==> config.mk <==
export PLATFORM = sky130hd
export DESIGN_NAME = sample_min_max_mean_variance_unit
export DESIGN_NICKNAME = d
export VERILOG_FILES = /design/src/rtl/smmv_pkg.sv /design/src/rtl/sample_min_max_mean_variance_unit.sv
export VERILOG_INCLUDE_DIRS = /design/src /design/src/rtl
export SDC_FILE = /design/constraint.sdc
export NUM_CORES = 2
export LEC_CHECK = 0
export BUFFER_PORTS_ARGS = -buffer_cell sky130_fd_sc_hd__buf_2
export CORE_ASPECT_RATIO = 1.75
export CORE_MARGIN = 3
export CORE_UTILIZATION = 40
export DETAILED_ROUTE_END_ITERATION = 7
export SYNTH_ARGS = -nofsm -noshare
export SYNTH_HDL_FRONTEND = slang
export SYNTH_SLANG_ARGS = --single-unit
==> constraint.sdc <==
create_clock -name clk -period 14 [get_ports clk]
set_input_delay 2.8 -clock clk [delete_from_list [all_inputs] [get_ports clk]]
set_output_delay 2.8 -clock clk [all_outputs]
set_load 0.01 [all_outputs]
==> src/rtl/sample_min_max_mean_variance_unit_assert.svh <==
// ----------------------------------------------------------------------------
// Assertion macros for the sample statistics unit
// Concurrent checks that can be removed by defining NO_ASSERTIONS.
// ----------------------------------------------------------------------------
`ifndef SAMPLE_MIN_MAX_MEAN_VARIANCE_UNIT_ASSERT_SVH
`define SAMPLE_MIN_MAX_MEAN_VARIANCE_UNIT_ASSERT_SVH

`ifndef NO_ASSERTIONS

// General property check on a clock with an active-low reset.
`define SMMV_ASSERT(label, clk, rst_n, prop, msg) \
	label: assert property (@(posedge clk) disable iff (!rst_n) prop) else $error(msg);

// Condition that must never hold while out of reset.
`define SMMV_NEVER(label, clk, rst_n, cond, msg) \
	label: assert property (@(posedge clk) disable iff (!rst_n) !(cond)) else $error(msg);

`else

`define SMMV_ASSERT(label, clk, rst_n, prop, msg)
`define SMMV_NEVER(label, clk, rst_n, cond, msg)

`endif

`endif

==> src/rtl/smmv_pkg.sv <==
// ----------------------------------------------------------------------------
// Sample statistics package
// Sizes, request and result types shared by the sample statistics unit.
// ----------------------------------------------------------------------------
`default_nettype none

package smmv_pkg;

	// Field widths fixed by the interface.
	localparam int SAMPLE_W   = 16;
	localparam int MEAN_W     = 32;
	localparam int VAR_W      = 46;
	localparam int SET_SIZE_W = 11;

	// Set capacity and fixed-point format.
	localparam int MAX_COUNT = 1024;
	localparam int FRAC_BITS = 16;

	// Accumulator widths that follow from the capacity.
	localparam int CNT_W   = $clog2(MAX_COUNT + 1);
	localparam int SUM_W   = SAMPLE_W + CNT_W;
	localparam int MAG_W   = SUM_W - 1;
	localparam int SQ_W    = 2 * SAMPLE_W - 2 + CNT_W;
	localparam int SQ_LO_W = (SQ_W + 1) / 2;

	// Shared multiplier and divider widths.
	localparam int MUL_W  = MAG_W;
	localparam int PROD_W = 2 * MUL_W;
	localparam int D_W    = CNT_W + SQ_W;
	localparam int DVS_W  = 2 * CNT_W;
	localparam int DVD_W  = D_W + FRAC_BITS;
	localparam int STEP_W = $clog2(DVD_W);

	// One input request.
	typedef struct packed {
		logic signed [SAMPLE_W-1:0] sample;
		logic                       last_item;
	} item_t;

	// One result.
	typedef struct packed {
		logic signed [SAMPLE_W-1:0] max_value;
		logic signed [SAMPLE_W-1:0] min_value;
		logic signed [MEAN_W-1:0]   mean_fixed;
		logic [VAR_W-1:0]           variance_fixed;
		logic [SET_SIZE_W-1:0]      set_size;
		logic                       too_many;
	} result_t;

endpackage

`default_nettype wire

==> src/rtl/sample_min_max_mean_variance_unit.sv <==
// Throughput: a sample without the last mark is taken every cycle, result-free.
// A last sample closes the set: item_ready stays low while one shared multiplier
// forms the products and one restoring divider, one quotient bit per cycle, runs
// mean then variance, and also while an earlier result waits; the result register
// loads at the end.
// Reset (arst_n low) clears the open set, the sequencer and the output valid.
// ----------------------------------------------------------------------------
// Sample statistics unit
// Running minimum, maximum, mean and population variance of a sample set.
// ----------------------------------------------------------------------------
`default_nettype none

`include "sample_min_max_mean_variance_unit_assert.svh"

module sample_min_max_mean_variance_unit (
	input  wire logic             clk,
	input  wire logic             arst_n,
	input  wire logic             item_valid,
	output logic                  item_ready,
	input  wire smmv_pkg::item_t  item,
	output logic                  result_valid,
	input  wire logic             result_ready,
	output smmv_pkg::result_t     result
);

	typedef enum logic [3:0] {
		ST_ACC,
		ST_MUL_SQ,
		ST_MUL_LO,
		ST_MUL_HI,
		ST_MUL_N2,
		ST_DIV_MEAN,
		ST_MEAN_END,
		ST_DIV_VAR,
		ST_FINISH
	} state_t;

	localparam logic [smmv_pkg::DVD_W-1:0] MEAN_POS_MAX =
		smmv_pkg::DVD_W'((64'd1 << (smmv_pkg::MEAN_W - 1)) - 64'd1);
	localparam logic [smmv_pkg::DVD_W-1:0] MEAN_NEG_LIM =
		smmv_pkg::DVD_W'(64'd1 << (smmv_pkg::MEAN_W - 1));
	localparam logic [smmv_pkg::DVD_W-1:0] VAR_MAX =
		smmv_pkg::DVD_W'((64'd1 << smmv_pkg::VAR_W) - 64'd1);
	localparam logic [smmv_pkg::CNT_W-1:0] COUNT_FULL =
		smmv_pkg::CNT_W'(smmv_pkg::MAX_COUNT);
	localparam logic [smmv_pkg::STEP_W-1:0] STEP_LAST =
		smmv_pkg::STEP_W'(smmv_pkg::DVD_W - 1);

	state_t                              state_q;
	logic [smmv_pkg::CNT_W-1:0]          count_q;
	logic signed [smmv_pkg::SUM_W-1:0]   sum_q;
	logic [smmv_pkg::SQ_W-1:0]           sumsq_q;
	logic signed [smmv_pkg::SAMPLE_W-1:0] min_q;
	logic signed [smmv_pkg::SAMPLE_W-1:0] max_q;
	logic                                ovf_q;

	logic [smmv_pkg::PROD_W-1:0]         sq_q;
	logic [smmv_pkg::D_W-1:0]            acc_q;
	logic [smmv_pkg::DVD_W-1:0]          dvd_q;
	logic [smmv_pkg::DVS_W-1:0]          divisor_q;
	logic [smmv_pkg::DVS_W-1:0]          rem_q;
	logic [smmv_pkg::STEP_W-1:0]         step_q;
	logic signed [smmv_pkg::MEAN_W-1:0]  mean_q;
	logic                                result_valid_q;
	smmv_pkg::result_t                   result_q;

	logic [smmv_pkg::SAMPLE_W-1:0]       samp_mag;
	logic [smmv_pkg::MAG_W-1:0]          sum_mag;
	logic [smmv_pkg::MUL_W-1:0]          mul_a;
	logic [smmv_pkg::MUL_W-1:0]          mul_b;
	logic [smmv_pkg::PROD_W-1:0]         prod;
	logic [smmv_pkg::DVS_W:0]            rem_sh;
	logic                                div_ge;
	logic [smmv_pkg::DVS_W-1:0]          rem_nx;
	logic [smmv_pkg::DVD_W-1:0]          dvd_nx;
	logic [smmv_pkg::D_W-1:0]            diff;
	logic [smmv_pkg::MEAN_W-1:0]         mean_mag;
	logic signed [smmv_pkg::MEAN_W-1:0]  mean_nx;
	logic [smmv_pkg::VAR_W-1:0]          var_nx;
	logic                                take;
	logic                                out_free;

	// Handshake decode.
	assign item_ready   = (state_q == ST_ACC);
	assign take         = item_valid && item_ready;
	assign out_free     = !result_valid_q || result_ready;
	assign result_valid = result_valid_q;
	assign result       = result_q;

	// Magnitudes of the incoming sample and of the running sum.
	assign samp_mag = item.sample[smmv_pkg::SAMPLE_W-1] ?
		$unsigned(-item.sample) : $unsigned(item.sample);
	assign sum_mag = sum_q[smmv_pkg::SUM_W-1] ?
		smmv_pkg::MAG_W'($unsigned(-sum_q)) : smmv_pkg::MAG_W'($unsigned(sum_q));

	// Operand selection for the shared multiplier.
	always_comb begin
		mul_a = '0;
		mul_b = '0;
		unique case (state_q)
			ST_ACC: begin
				mul_a = smmv_pkg::MUL_W'(samp_mag);
				mul_b = smmv_pkg::MUL_W'(samp_mag);
			end
			ST_MUL_SQ: begin
				mul_a = sum_mag;
				mul_b = sum_mag;
			end
			ST_MUL_LO: begin
				mul_a = smmv_pkg::MUL_W'(count_q);
				mul_b = smmv_pkg::MUL_W'(sumsq_q[smmv_pkg::SQ_LO_W-1:0]);
			end
			ST_MUL_HI: begin
				mul_a = smmv_pkg::MUL_W'(count_q);
				mul_b = smmv_pkg::MUL_W'(sumsq_q[smmv_pkg::SQ_W-1:smmv_pkg::SQ_LO_W]);
			end
			ST_MUL_N2: begin
				mul_a = smmv_pkg::MUL_W'(count_q);
				mul_b = smmv_pkg::MUL_W'(count_q);
			end
			default: begin
				mul_a = '0;
				mul_b = '0;
			end
		endcase
	end

	assign prod = smmv_pkg::PROD_W'(mul_a) * smmv_pkg::PROD_W'(mul_b);

	// One restoring division step: one quotient bit per cycle.
	assign rem_sh = {rem_q, dvd_q[smmv_pkg::DVD_W-1]};
	assign div_ge = (rem_sh >= {1'b0, divisor_q});
	assign rem_nx = div_ge ? smmv_pkg::DVS_W'(rem_sh - {1'b0, divisor_q})
		: smmv_pkg::DVS_W'(rem_sh);
	assign dvd_nx = {dvd_q[smmv_pkg::DVD_W-2:0], div_ge};

	// Variance numerator n*sumsq - sum^2, never negative.
	assign diff = acc_q - smmv_pkg::D_W'(sq_q);

	// Mean from the finished quotient, with sign and saturation.
	always_comb begin
		if (sum_q[smmv_pkg::SUM_W-1]) begin
			mean_mag = (dvd_q > MEAN_NEG_LIM) ? smmv_pkg::MEAN_W'(MEAN_NEG_LIM)
				: dvd_q[smmv_pkg::MEAN_W-1:0];
			mean_nx  = $signed(-mean_mag);
		end else begin
			mean_mag = (dvd_q > MEAN_POS_MAX) ? smmv_pkg::MEAN_W'(MEAN_POS_MAX)
				: dvd_q[smmv_pkg::MEAN_W-1:0];
			mean_nx  = $signed(mean_mag);
		end
	end

	// Variance from the finished quotient, saturated to the field.
	assign var_nx = (dvd_q > VAR_MAX) ? smmv_pkg::VAR_W'(VAR_MAX)
		: dvd_q[smmv_pkg::VAR_W-1:0];

	// Sequencer, accumulators, shared-unit registers and result register.
	always_ff @(posedge clk or negedge arst_n) begin
		if (!arst_n) begin
			state_q        <= ST_ACC;
			count_q        <= '0;
			sum_q          <= '0;
			sumsq_q        <= '0;
			min_q          <= '0;
			max_q          <= '0;
			ovf_q          <= 1'b0;
			sq_q           <= '0;
			acc_q          <= '0;
			dvd_q          <= '0;
			divisor_q      <= '0;
			rem_q          <= '0;
			step_q         <= '0;
			mean_q         <= '0;
			result_valid_q <= 1'b0;
			result_q       <= '0;
		end else begin
			if (result_valid_q && result_ready && state_q != ST_FINISH) begin
				result_valid_q <= 1'b0;
			end

			unique case (state_q)
				ST_ACC: begin
					if (take) begin
						if (count_q < COUNT_FULL) begin
							if (count_q == '0) begin
								min_q <= item.sample;
								max_q <= item.sample;
							end else begin
								if (item.sample < min_q) begin
									min_q <= item.sample;
								end
								if (item.sample > max_q) begin
									max_q <= item.sample;
								end
							end
							sum_q   <= sum_q + smmv_pkg::SUM_W'(item.sample);
							sumsq_q <= sumsq_q + smmv_pkg::SQ_W'(prod);
							count_q <= count_q + 1'b1;
						end else begin
							ovf_q <= 1'b1;
						end
						if (item.last_item) begin
							state_q <= ST_MUL_SQ;
						end
					end
				end
				ST_MUL_SQ: begin
					sq_q    <= prod;
					state_q <= ST_MUL_LO;
				end
				ST_MUL_LO: begin
					acc_q   <= smmv_pkg::D_W'(prod);
					state_q <= ST_MUL_HI;
				end
				ST_MUL_HI: begin
					acc_q   <= acc_q + (smmv_pkg::D_W'(prod) << smmv_pkg::SQ_LO_W);
					state_q <= ST_MUL_N2;
				end
				ST_MUL_N2: begin
					// Form the variance numerator, keep n^2, and load the mean division.
					acc_q     <= diff;
					sq_q      <= prod;
					divisor_q <= smmv_pkg::DVS_W'(count_q);
					dvd_q     <= smmv_pkg::DVD_W'(sum_mag) << smmv_pkg::FRAC_BITS;
					rem_q     <= '0;
					step_q    <= '0;
					state_q   <= ST_DIV_MEAN;
				end
				ST_DIV_MEAN: begin
					rem_q  <= rem_nx;
					dvd_q  <= dvd_nx;
					step_q <= step_q + 1'b1;
					if (step_q == STEP_LAST) begin
						state_q <= ST_MEAN_END;
					end
				end
				ST_MEAN_END: begin
					// Capture the mean and start the variance division.
					mean_q    <= mean_nx;
					divisor_q <= smmv_pkg::DVS_W'(sq_q);
					dvd_q     <= smmv_pkg::DVD_W'(acc_q) << smmv_pkg::FRAC_BITS;
					rem_q     <= '0;
					step_q    <= '0;
					state_q   <= ST_DIV_VAR;
				end
				ST_DIV_VAR: begin
					rem_q  <= rem_nx;
					dvd_q  <= dvd_nx;
					step_q <= step_q + 1'b1;
					if (step_q == STEP_LAST) begin
						state_q <= ST_FINISH;
					end
				end
				ST_FINISH: begin
					if (out_free) begin
						result_q.max_value      <= max_q;
						result_q.min_value      <= min_q;
						result_q.mean_fixed     <= mean_q;
						result_q.variance_fixed <= var_nx;
						result_q.set_size       <= smmv_pkg::SET_SIZE_W'(count_q);
						result_q.too_many       <= ovf_q;
						result_valid_q          <= 1'b1;
						count_q                 <= '0;
						sum_q                   <= '0;
						sumsq_q                 <= '0;
						min_q                   <= '0;
						max_q                   <= '0;
						ovf_q                   <= 1'b0;
						state_q                 <= ST_ACC;
					end
				end
				default: begin
					state_q <= ST_ACC;
				end
			endcase
		end
	end

	// The count never passes the set capacity.
	`SMMV_NEVER(a_count_cap, clk, arst_n, count_q > COUNT_FULL, "sample count above capacity")

	// Minimum never exceeds maximum once a sample is counted.
	`SMMV_ASSERT(a_min_le_max, clk, arst_n, (count_q != '0) |-> (min_q <= max_q), "min above max")

	// Accepting the last sample stops intake for the closing computation.
	`SMMV_ASSERT(a_last_stalls, clk, arst_n, (take && item.last_item) |=> !item_ready, "intake open after last sample")

	// Publishing a result leaves an empty set behind.
	`SMMV_ASSERT(a_clear_after, clk, arst_n, (state_q == ST_FINISH && out_free) |=> (count_q == '0 && !ovf_q && result_valid_q), "set not cleared after result")

endmodule

`default_nettype wire
# After elaboration in Yosys (flattened, before gate mapping)
# Index checks and enable logic that the tools add are counted.
# totals
word_cells,130
input_bits,21
latch_bits,0
memories,0
reg_bits,494
romBits,0
ramBits,0
output_inout_bits,124
# op_classes
eq_ne,19
n_addsub,10
n_reduce_logical,22
n_shift,0
n_mux,50
n_div,0
bitwise,0
n_mul,1
magnitude_cmp,7
# op_table
op,count
$pmux W68 S3,1
$mux W16,10
$pmux W52 S3,1
$pmux W26 S5,1
$mux W41,3
$mux W32,3
$pmux W22 S2,2
$pmux W41 S2,1
$mux W27,3
$pmux W26 S3,1
$gt A68 B31 Y1 const B,1
$gt A68 B32 Y1 const B,1
$gt A68 B46 Y1 const B,1
$pmux W16 S2,2
$pmux W27 S2,1
$add A52 B52 Y52,1
$mul A26 B26 Y52,1
$sub A52 B52 Y52,1
$mux W46,1
$add A41 B41 Y41,1
$pmux W4 S9,1
$mux W11,3
$neg A32 Y32,1
$add A27 B16 Y27,1
37 further kinds,66

# Logic depth before layout (Yosys ltp)
# depth
word_depth,8
ltp_mapped,47

# Least setup slack after synthesis
# No wires, ideal clock.
# synth_path
kind,input to register
startpoint,input port item[10] (netlist name)
endpoint,register sumsq_q[40] (netlist name)
cell_stages,37
required_time_ps,13931
path_slack_ps,1996
path_buffers,0
arrival_time_ps,11935
cell_sequence,or4_1 > or3_1 > o31ai_1 > xor2_1 > o22a_1 > inv_1 > a221oi_2 > nor2_1 > fa_1 > fa_1 > inv_1 > fa_1 > fa_1 > inv_1 > fa_1 > fa_1 > inv_1 > fa_1 > inv_1 > ha_1 > inv_1 > o21bai_1 > a21oi_1 > o21ai_0 > a221oi_1 > o21ai_0 > xor2_1 > ha_1 > a21o_1 > a21oi_1 > o21ai_0 > or2_2 > a31oi_1 > a31o_2 > xor2_1 > or3_1 > nand3_1
# synth_between
elab_chain_len,8
elab_cells_between_ends,9
# synth_lines
element,line,text
start: declaration,sample_min_max_mean_variance_unit.sv:20,"input wire smmv_pkg::item_t item,"
$neg A16 Y16,sample_min_max_mean_variance_unit.sv:92,$unsigned(-item.sample) : $unsigned(item.sample);
$mux W16 *,sample_min_max_mean_variance_unit.sv:91,assign samp_mag = item.sample[smmv_pkg::SAMPLE_W-1] ?
$pmux W26 S5 or $pmux W26 S3 (tied branches),sample_min_max_mean_variance_unit.sv:100,unique case (state_q)
$mul A26 B26 Y52 *,sample_min_max_mean_variance_unit.sv:128,assign prod = smmv_pkg::PROD_W'(mul_a) * smmv_pkg::PROD_W'(mul_b);
via prod (one bit),sample_min_max_mean_variance_unit.sv:71,logic [smmv_pkg::PROD_W-1:0] prod;
$add A41 B41 Y41 *,sample_min_max_mean_variance_unit.sv:197,sumsq_q <= sumsq_q + smmv_pkg::SQ_W'(prod);
$mux W41 *,sample_min_max_mean_variance_unit.sv:184,if (count_q < COUNT_FULL) begin
$mux W41 *,sample_min_max_mean_variance_unit.sv:183,if (take) begin
$pmux W41 S2 *,sample_min_max_mean_variance_unit.sv:181,unique case (state_q)
end signal: assignment,sample_min_max_mean_variance_unit.sv:197,
end: declaration,sample_min_max_mean_variance_unit.sv:52,logic [smmv_pkg::SQ_W-1:0] sumsq_q;
# Mark *: on every way through the listed nets, which the timed path passes. The rest lies on a longest branch. The select of a mux whose other input is x is not followed.
# A chain may end at the register's enable or synchronous reset.

# Worst setup path in the final report
# Same ends and word-level chain as after synthesis.

==> results_dict.tcl <==
set metrics [dict create \
    synth.lib_cells_used.distinct 92 \
    post_synth_instance_area_sq_um 53500 \
    critical_path.startpoint_type "primary input" \
    num_rows 176 \
    core_sq_um 132000 \
    synth-edff-count 0 \
    fmax_mhz 75.4 \
    clock-skew-final_ps 32.2 \
    asyncSetResetFlopFracSynth 1.00 \
    cell_family_with_the_largest_share_of_critical_path_delay "adder cells" \
    vias 46561 \
    delay_contributed_by_the_slowest_stage_of_the_critical_path_ps 840 \
    synth_mux_area_frac 0.0156 \
    timing_worst_setup_path_type "in2reg" \
    synth_seq_area_share 0.231 \
    cp_data_required_time_ps 14560 \
    drt_wirelength_um 198000 \
    crit_path_buf_inv_count 8 \
    run_status "completed" \
    crit_top_cell "sky130_fd_sc_hd__fa_1" \
    min_period_over_period 0.947 \
    clock_path_buffers 3 \
    pin_count_of_the_biggest_net_entering_global_routing 147 \
    rsz0062_at_grt "false" \
    synth-adder-area-share 0.310 \
    worst-slew-pin-transition_ps 1420 \
    clock_sinks 494 \
    cts-root-buf "sky130_fd_sc_hd__clkbuf_16" \
    port-buffer-count 144 \
    detail_route.drc_violations 0 \
    die_area_sq_um 138000 \
    share_clk_of_total_power 0.279 \
    drt_pass_1_iters 6 \
    fin_cells 8115 \
    gpl.final_weighted_congestion 0.992 \
    synth_top_family_by_area "adder cells" \
    clk_pin_slew_ps 70 \
    fin_crit_ps 13260 \
    cts_inserted_buffers 46 \
    detailed_place_hpwl_um 156000 \
    layout-area-overhead-vs-synth_pct 8.48 \
    p_sw_frac 0.385 \
    worstReg2RegStart "sum_q[6]" \
    path_max_fanout 14 \
    yosysWarnings 0 \
    detail_route.iter0.violations 3325 \
    wire_length_of_the_first_global_routing_pass_um 299000 \
    ios 145 \
    netlist_instances 6359 \
    power_frac_comb 0.346 \
    endpoint_kind "flip-flop" \
    layout_cell_share_with_drive_strength_beyond_1 0.0762 \
    yosys.area_share.simple 0.160 \
    dominantRegCellSynth "sky130_fd_sc_hd__dfrtp_1" \
    pwr-share-seq 0.375 \
    power_leakage_nw 29.4 \
    reg2reg_depth 42 \
    worstHoldPathType "reg2reg" \
    power.switching_w 0.00188 \
    detail_route.wl_per_cell_um 24.4 \
    power_density_nw_per_um2 84.4 \
    cts_tree "yes" \
    ys_ff_latch 494 \
    worstSetupEndpoint "sumsq_q[40]" \
    cellInternalPower_w 0.00301 \
    post-cts-setup-buffer-count 0 \
    synth_nets 7357 \
    ant_nets 0 \
    report.final.hold_viol_count 0 \
    hold_buffers 0 \
    post_cts.resized_instances 0 \
    syn_area_per_cell_sq_um 8.41 \
    critical_path_depth 39 \
    nNetsFinal 7381 \
    start_util 0.405 \
    fp.dieW_um 282 \
    first_global_vias 48923 \
    rr_endpoint "sumsq_q[40]" \
    die_h_um 490 \
    ctsHtreeMaxLevel 2 \
    fin_tns_setup_ps 0 \
    clk-insertion-delay-late_ps 630 \
    mostFrequentLayoutCells "sky130_fd_sc_hd__nand2_1 (989), sky130_fd_sc_hd__inv_1 (914), sky130_fd_sc_hd__fa_1 (579)" \
    r2r_setup_slack_ps 1160 \
    report.final.slew_viol_count 0 \
    timing.critical_path.slowest_stage_cell "sky130_fd_sc_hd__fa_1" \
    post_drt_via_cell_ratio 5.74 \
    setup_violations 0 \
    number_of_antenna_violations_at_the_first_check_in_global_routing 9 \
    synth-compound-area-share 0.156 \
    worst_ir_drop_vdd_uv 95.0 \
    placed_cells 8025 \
    xor_and_xnor_fraction_of_the_mapped_netlist_area 0.0393 \
    grt_usage 0.289 \
    gr-total-overflow 0 \
    layout.cells.most_common "sky130_fd_sc_hd__nand2_1" \
    arrival_ps 13820 \
    drv_cap 0 \
    worst_setup_startpoint "item[10]" \
    report.power.total_w 0.00489 \
    slew_headroom 0.0530 \
]
==> metal layers <==
layer  vias to the layer above  global-route usage  wire length, um
met2                      1846               0.517            99800
met5                         -                   0               14
li1                      20808                   -                -
met1                     23079               0.290            65300
met3                       826              0.0400            11100
met4                         2               0.256            21900
==> synthesized netlist by cell type, drive strengths merged, types with 47 or more instances <==
cell / number / area, sq um
dfrtp: 494 / 12400
fa: 579 / 11600
a21oi: 297 / 1490
nand3: 70 / 350
nand4: 49 / 307
ha: 398 / 4980
buf: 56 / 253
nor2: 573 / 2160
xor2: 111 / 972
xnor2: 127 / 1130
nor3: 57 / 302
o21ai: 445 / 2230
nand2: 996 / 3750
o22ai: 52 / 325
a21o: 147 / 1100
a31oi: 47 / 300
clkbuf: 264 / 991
inv: 920 / 3450
==> power by group through the flow <==
stage               logic, W  clock network (W)  registers [W]
finish               0.00169            0.00137        0.00183
CTS                  0.00167            0.00139        0.00182
detailed placement   0.00166                  0        0.00185
global route         0.00187            0.00144        0.00184
global placement     0.00164                  0        0.00185
floorplan            0.00128                  0        0.00169
==> worst min-delay path by stage <==
| stage | start | end | slack, ps | depth (start not counted) |
|---|---|---|---|---|
| after floorplan | ovf_q | result[0] | 440 | 2 |
| after global placement | result[31] | result[31] | 450 | 2 |
| after detailed placement | result[37] | result[37] | 450 | 2 |
| after CTS | result[37] | result[37] | 470 | 2 |
| after global routing | result[29] | result[29] | 490 | 2 |
| final | result[27] | result[27] | 460 | 2 |
==> layout make-up <==
cell class	instances	area, sq um
Fill cell	13161	74100
Multi-Input combinational cell	4622	36500
Sequential cell	494	12400
Inverter	923	3460
Tap cell	1691	2120
Timing Repair Buffer	296	1920
Clock buffer	60	1290
Clock inverter	23	278
Antenna cell	6	15.0
==> per-stage QoR <==
stage	util	worst slack [ps]	hold slack, ps	cell area, sq um
floorplan	-	2000	439	53500
global placement	0.427	515	446	56400
detailed placement	0.427	341	451	56400
CTS	0.439	969	466	58000
global route	0.439	239	489	58000
finish	0.439	742	463	58000
==> worst reg2reg max path, delay by kind of cell, from the launching register on <==
| kind | cells | cell delay (ps) |
|---|---|---|
| fa+ha+maj | 9 | 4900 |
| simple gates | 13 | 3310 |
| compound gates | 8 | 1830 |
| buf+inv | 9 | 1420 |
| xor+xnor | 3 | 890 |
| flops | 1 | 480 |
==> cell families after synthesis <==
logic type               after synthesis
AND/OR/NAND/NOR                     1997
flip-flops                           494
AO/OA/AOI/OAI                       1331
adder cells (fa/ha/maj)              977
XOR/XNOR                             238
multiplexers                          79
buffers and inverters               1243
==> flip-flops by register name (all words and copies together) (netlist names) <==
| register | cells |
|---|---|
| dvd_q | 68 |
| max_q | 16 |
| result_valid | 1 |
| mean_q | 32 |
| sq_q | 52 |
| divisor_q | 22 |
| sumsq_q | 41 |
| acc_q | 52 |
| ovf_q | 1 |
| result | 122 |
| sum_q | 27 |
| step_q | 7 |
| rem_q | 22 |
| min_q | 16 |
| count_q | 11 |
| state_q | 4 |
(Power assumes the default switching activity.)
